`config.mk`:
```
export PLATFORM = sky130hd
export DESIGN_NAME = vfv_ctrl
export DESIGN_NICKNAME = d
export VERILOG_FILES = /design/src/rtl/vfv_pkg.sv /design/src/rtl/vfv_ctrl.sv
export SDC_FILE = /design/constraint.sdc
export NUM_CORES = 1
export LEC_CHECK = 0
export BUFFER_PORTS_ARGS = -buffer_cell sky130_fd_sc_hd__buf_2
export CAP_MARGIN = 20
export CELL_PAD_IN_SITES_DETAIL_PLACEMENT = 1
export CELL_PAD_IN_SITES_GLOBAL_PLACEMENT = 2
export CORE_AREA = 2 2 54 46
export CTS_CLUSTER_DIAMETER = 200
export DETAILED_ROUTE_END_ITERATION = 6
export DIE_AREA = 0 0 56 48
export PLACE_DENSITY = 0.67
export SLEW_MARGIN = 20
export SYNTH_ARGS = -nofsm -noshare
export SYNTH_HDL_FRONTEND = slang
export SYNTH_SLANG_ARGS = --single-unit
```
`constraint.sdc`:
```
create_clock -name clk -period 1.4 [get_ports clk]
set_input_delay 0.42 -clock clk [delete_from_list [all_inputs] [get_ports clk]]
set_output_delay 0.42 -clock clk [all_outputs]
set_load 0.05 [all_outputs]
```
`src/rtl/vfv_pkg.sv`:
```
// Shared types, codes and helpers for the voxel face visibility block.
package vfv_pkg;

  localparam int EDGE_DEFAULT = 16;
  localparam int COORD_W      = 4;
  localparam int SIDE_W       = 3;
  localparam int SIDE_COUNT   = 6;
  localparam int MASK_W       = 6;
  localparam int COUNT_W      = 3;
  localparam int TOTAL_W      = 15;
  localparam int STEP_W       = 3;

  localparam logic [TOTAL_W-1:0] TOTAL_MAX = {TOTAL_W{1'b1}};

  // Item operations.
  localparam logic [1:0] OP_LOAD_CELL   = 2'd0;
  localparam logic [1:0] OP_LOAD_PLANE  = 2'd1;
  localparam logic [1:0] OP_CLASSIFY    = 2'd2;
  localparam logic [1:0] OP_CLEAR_TOTAL = 2'd3;

  // Normal directions, also the side codes of the neighbour planes.
  localparam logic [SIDE_W-1:0] DIR_PZ = 3'd0;
  localparam logic [SIDE_W-1:0] DIR_NZ = 3'd1;
  localparam logic [SIDE_W-1:0] DIR_PY = 3'd2;
  localparam logic [SIDE_W-1:0] DIR_NY = 3'd3;
  localparam logic [SIDE_W-1:0] DIR_PX = 3'd4;
  localparam logic [SIDE_W-1:0] DIR_NX = 3'd5;

  // Where the neighbour of a face is looked up.
  localparam logic [1:0] SRC_NONE  = 2'd0;
  localparam logic [1:0] SRC_CHUNK = 2'd1;
  localparam logic [1:0] SRC_PLANE = 2'd2;

  // Scan step 0 reads the cell itself, steps 1 to 6 read its neighbours.
  localparam logic [STEP_W-1:0] STEP_LAST = 3'd6;

  typedef struct packed {
    logic              sweep;
    logic              capture;
    logic              write;
    logic              issue;
    logic [STEP_W-1:0] step;
    logic              emit;
  } vfv_cmd_t;

  typedef struct packed {
    logic sweep_done;
    logic classify_inside;
    logic emit_ok;
  } vfv_stat_t;

  function automatic logic [COUNT_W-1:0] count_faces(input logic [MASK_W-1:0] mask);
    logic [COUNT_W-1:0] n;
    n = '0;
    for (int i = 0; i < MASK_W; i++) begin
      n = n + COUNT_W'(mask[i]);
    end
    return n;
  endfunction

endpackage

```
`src/rtl/vfv_ctrl.sv`:
```
// Controller state machine: clearing pass, item intake, neighbour scan and result hand-off.
module vfv_ctrl
  import vfv_pkg::*;
(
  input  logic      clk,
  input  logic      rst,
  input  logic      item_valid,
  output logic      item_ready,
  input  vfv_stat_t stat,
  output vfv_cmd_t  cmd
);

  localparam logic [2:0] S_CLEAR = 3'd0;
  localparam logic [2:0] S_IDLE  = 3'd1;
  localparam logic [2:0] S_EXEC  = 3'd2;
  localparam logic [2:0] S_SCAN  = 3'd3;
  localparam logic [2:0] S_DONE  = 3'd4;

  logic [2:0]        state;
  logic [2:0]        state_next;
  logic [STEP_W-1:0] step;
  logic [STEP_W-1:0] step_next;

  always_comb begin
    state_next = state;
    step_next  = step;
    cmd        = '0;
    item_ready = 1'b0;
    unique case (state)
      S_CLEAR: begin
        cmd.sweep = 1'b1;
        if (stat.sweep_done) begin
          state_next = S_IDLE;
        end
      end
      S_IDLE: begin
        item_ready = 1'b1;
        if (item_valid) begin
          cmd.capture = 1'b1;
          state_next  = S_EXEC;
        end
      end
      S_EXEC: begin
        if (stat.classify_inside) begin
          step_next  = '0;
          state_next = S_SCAN;
        end else begin
          cmd.write  = 1'b1;
          state_next = S_DONE;
        end
      end
      S_SCAN: begin
        cmd.issue = 1'b1;
        cmd.step  = step;
        step_next = step + STEP_W'(1);
        if (step == STEP_LAST) begin
          state_next = S_DONE;
        end
      end
      S_DONE: begin
        if (stat.emit_ok) begin
          cmd.emit   = 1'b1;
          state_next = S_IDLE;
        end
      end
      default: begin
        state_next = S_CLEAR;
      end
    endcase
  end

  always_ff @(posedge clk) begin
    if (rst) begin
      state <= S_CLEAR;
      step  <= '0;
    end else begin
      state <= state_next;
      step  <= step_next;
    end
  end

endmodule

```
Yosys cells after proc, flatten, opt, wreduce, memory -nomap -nowiden
Cells that the tools add are included.
- register bits: 6
- input port bits: 6
- output and inout port bits: 9
- logic and storage cells: 34
- add/subtract/negate cells: 1
- equality and inequality tests: 10
- muxes and demuxes: 17
- reduce and logical (&&, ||, !) cells: 4
- operator list (kind ; number):
    3-bit 2-to-1 mux ; 6
    3-bit one-hot mux with 5 select lines ; 1
    2-bit inequality test, second input constant ; 5
    1-bit 2-to-1 mux ; 8
    3-bit by 2-bit == test with 1-bit output, second input constant ; 2
    3-bit == test, second input constant ; 2
    3-bit one-hot mux with 2 select lines ; 1
    4-bit 2-to-1 mux ; 1
    4-bit AND reduction ; 1
    3-bit by 1-bit adder with 3-bit output, second input constant ; 1
    3-bit by 1-bit == test with 1-bit output, second input constant ; 1
    3-bit zero test ; 1
    2-bit AND reduction ; 1
    2-bit nonzero test ; 1

Depth between registers and ports, before layout
- depth in word-level cells: 3
- depth in mapped cells: 6
- gate-level depth less buffers: 6

Least setup slack after synthesis
Ideal clock, no wire load.
- path kind: reg2out
- start point: register state[1]
- end point: output port cmd[6] in the netlist's numbering
- arrival: 2242 ps
- required time: 980 ps
- slack: -1262 ps
- stages on the path, launching flop included: 4
- buffers on the path: 1
- path through: dfxtp_1 > clkbuf_4 > nor3b_1 > and2_1
- RTL lines (what ; RTL line ; text):
    start: declaration ; vfv_ctrl.sv:19 ; logic [2:0] state;
    start signal: assignment ; vfv_ctrl.sv:77 ; state <= state_next;
    end: declaration ; vfv_ctrl.sv:10 ; output vfv_cmd_t cmd

==> impl_results.md <==
- Worst path depth: 3
- Max-cap violations: 0
- Die height: 48 microns
- Final Hold Vio Count: 0
- Reg-to-Reg Start: state[0]
- Hold_buf cts: 0
- Post-synthesis sequential area ratio: 24.2%
- Worst slew margin: 81.3%
- Vias in the first global route: 511
- Critical Path Sink Type: output pin
- Root Driver: clkbuf_4
- Slowest Stage Delay on Critical Path: 320 ps
- GRT Resource Usage Total: 11.4%
- Pin count of the biggest net entering global routing: 10
- Syn Nets: 66
- CP bufs+invs: 1
- Place WS: -80.8 ps
- I/O Buffers: 14
- Post-Synthesis Cells: 58
- GP Congestion: 0.690
- H-tree depth: 1
- Fin crit share: 117%
- Fillcell total: 249
- Top Ports: 15
- Syn Std Cell Area: 497 sq um
- Placed cells: 105
- Die Area: 2690 sq um
- Failing checks: setup timing
- Crit start category: register
- CTS Buf Count: 3
- Critical Path Source: state[2]
- Slew Viols, Final: 0
- Post-route DRC: 0
- Worst Max-Slew Pin Slew: 279 ps
- Post-route ant nets: 0
- Longest Clk Path Bufs: 2
- FF-to-FF End: state[2]
- Register area: 128 sq um
- Finish-stage setup viols: 9
- Mean Syn Cell Area: 8.56 sq um
- Worst path cell trace: and2b_4 > nor3b_4 > buf_6
- CTS tree: done
- CTS clk-pin slew, worst paths: 50 ps
- CTS sink cnt: 6
- Final setup margin: -238 ps
- Area delta synth->final: 69.5%
- Final wirelength: 1340 microns
- Crit-path max FO: 8
- Worst Skew: 2.39 ps
- Die X: 56 microns
- Worst hold path stage count: 2
- Grt ovf: 0
- Status: finished, violations left
- Synth warn: 0
- Worst Path Required: 980 ps
- Post-DP HPWL: 1040 microns
- Initial drt markers: 5
- Antenna Cells: 0
- First drt pass iteration count: 2
- Finished Layout Cells: 109
- Seq cells post-synth: 6
- Worst Min Path Start: rst
- Min-Delay Path Class: input pin to register
- Leak: 0.000373 uW
- Initial antenna violation count: 0
- # nets final: 94
- P per Cell Area: 1740 nW/um^2
- Critical path's top delay family: simple AND/OR/NAND/NOR gates
- First-pass GRT wire length: 2300 microns
- Worst-skew pair later-pin latency: 240 ps
- Critical path class: register to output pin
- Reg2reg path depth: 5
- Rows: 15
- F_max: 0.611 GHz
- Min Tclk post-route: 1640 ps
- Slowest CP cell: dfxtp_2
- DR vias: 493
- Maximum vdd drop: 0.849 mV
- Hold endpoint: step[0]
- Data arrival, critical path: 1220 ps
- RSZ-0062 raised after global routing: yes
- Area of the multi-input gates: 380 sq um
- WL/cell: 12.2 microns
- Initial core utilization: 23.6%
- Vias per Instance: 4.52
- Core area: 2100 sq um
- Share of layout cells above drive strength 1: 64.3%
- Cell variety after synth: 30
- Pwr Total: 1470 uW
- Worst R2R Setup Slack: 20 ps
-- power breakdown --
group          leakage (uW)  internal, uW  switching (uW)  total [uW]
Sequential        0.0000508           217            49.4         267
Clock             0.0000138          96.9            61.6         159
Combinational      0.000309           523             518        1040
-- cell families after synthesis --
logic type	count (synthesis)	synth area share, %
buffers and inverters	8	9.82
flip-flops	6	24.2
AND/OR/NAND/NOR	28	33.8
AO/OA/AOI/OAI	9	14.9
multiplexers	5	12.3
adder cells (fa/ha/maj)	2	5.04
-- sequential cells by signal, indices dropped and copies added (netlist names) --
name / cells
step: 3
state: 3
-- metrics by stage --
| stage | TNS [ps] | utilization, % | instance area, sq um | hold slack (ps) |
|---|---|---|---|---|
| final | -1610 | 40.1 | 842 | 466 |
| after floorplan | -1220 | - | 556 | 467 |
| after global routing | -2290 | 40.1 | 842 | 481 |
| after detailed placement | -377 | 33.8 | 709 | 520 |
| after global placement | -195 | 33.8 | 709 | 506 |
| after CTS | -1700 | 39.1 | 822 | 463 |
-- worst max-delay path by stage --
stage,end
4_1_cts,cmd[5]
3_3_place_gp,cmd[5]
5_1_grt,cmd[5]
6_report,cmd[5]
3_5_place_dp,cmd[5]
2_1_floorplan,cmd[6]
-- what timing repair did --
action,CTS,global route
setup endpoints to repair,12,12
gates resized for setup,29,4
pin swaps,0,6
buffers inserted,0,1
-- Yosys cell counts, drive strengths merged --
| cell | n | area (sq um) |
|---|---|---|
| mux2i | 2 | 20.0 |
| nor3b | 3 | 27.5 |
| nor2 | 5 | 18.8 |
| and3 | 3 | 18.8 |
| ha | 2 | 25.0 |
| o21ai | 4 | 20.0 |
| nor3 | 4 | 25.0 |
| and2b | 1 | 10.0 |
| a22oi | 1 | 7.51 |
| o22ai | 1 | 20.0 |
| buf | 3 | 26.3 |
| and2 | 2 | 15.0 |
| nor2b | 3 | 18.8 |
| clkbuf | 2 | 11.3 |
| a21oi | 2 | 13.8 |
| nand2 | 5 | 18.8 |
| inv | 3 | 11.3 |
| mux2 | 3 | 41.3 |
| dfxtp | 6 | 120 |
| and3b | 1 | 8.76 |
| nand2b | 1 | 6.26 |
| a31oi | 1 | 12.5 |
-- cells in the final DEF (no fill, tap or decap), types with 2 or more instances in the layout --
master	count
dfxtp_2	3
buf_2	5
o21ai_1	2
and2_4	2
mux2_4	2
mux2i_1	2
nor2_1	5
buf_8	6
buf_4	10
dfxtp_1	2
nor2b_1	3
clkbuf_4	3
buf_6	7
nor3b_4	2
o21ai_0	2
nand2_1	5
and3_4	3
inv_1	3
nor3_2	3
-- layout make-up --
type,instances,area share (%)
clock buffer,3,2.67
tap,25,3.71
timing repair buffer,28,31.9
sequential,6,15.2
multi-input combinational,44,45.2
inverter,3,1.34
-- metal layers --
layer | routed length, microns | GRT usage (%) | up-vias
met2 | 681 | 22.4 | 13
met4 | 10 | 2.86 | 0
met1 | 556 | 12.1 | 227
met5 | 0 | 0 | -
met3 | 87 | 4.32 | 2
li1 | - | - | 251
(Power assumes the default switching activity.)
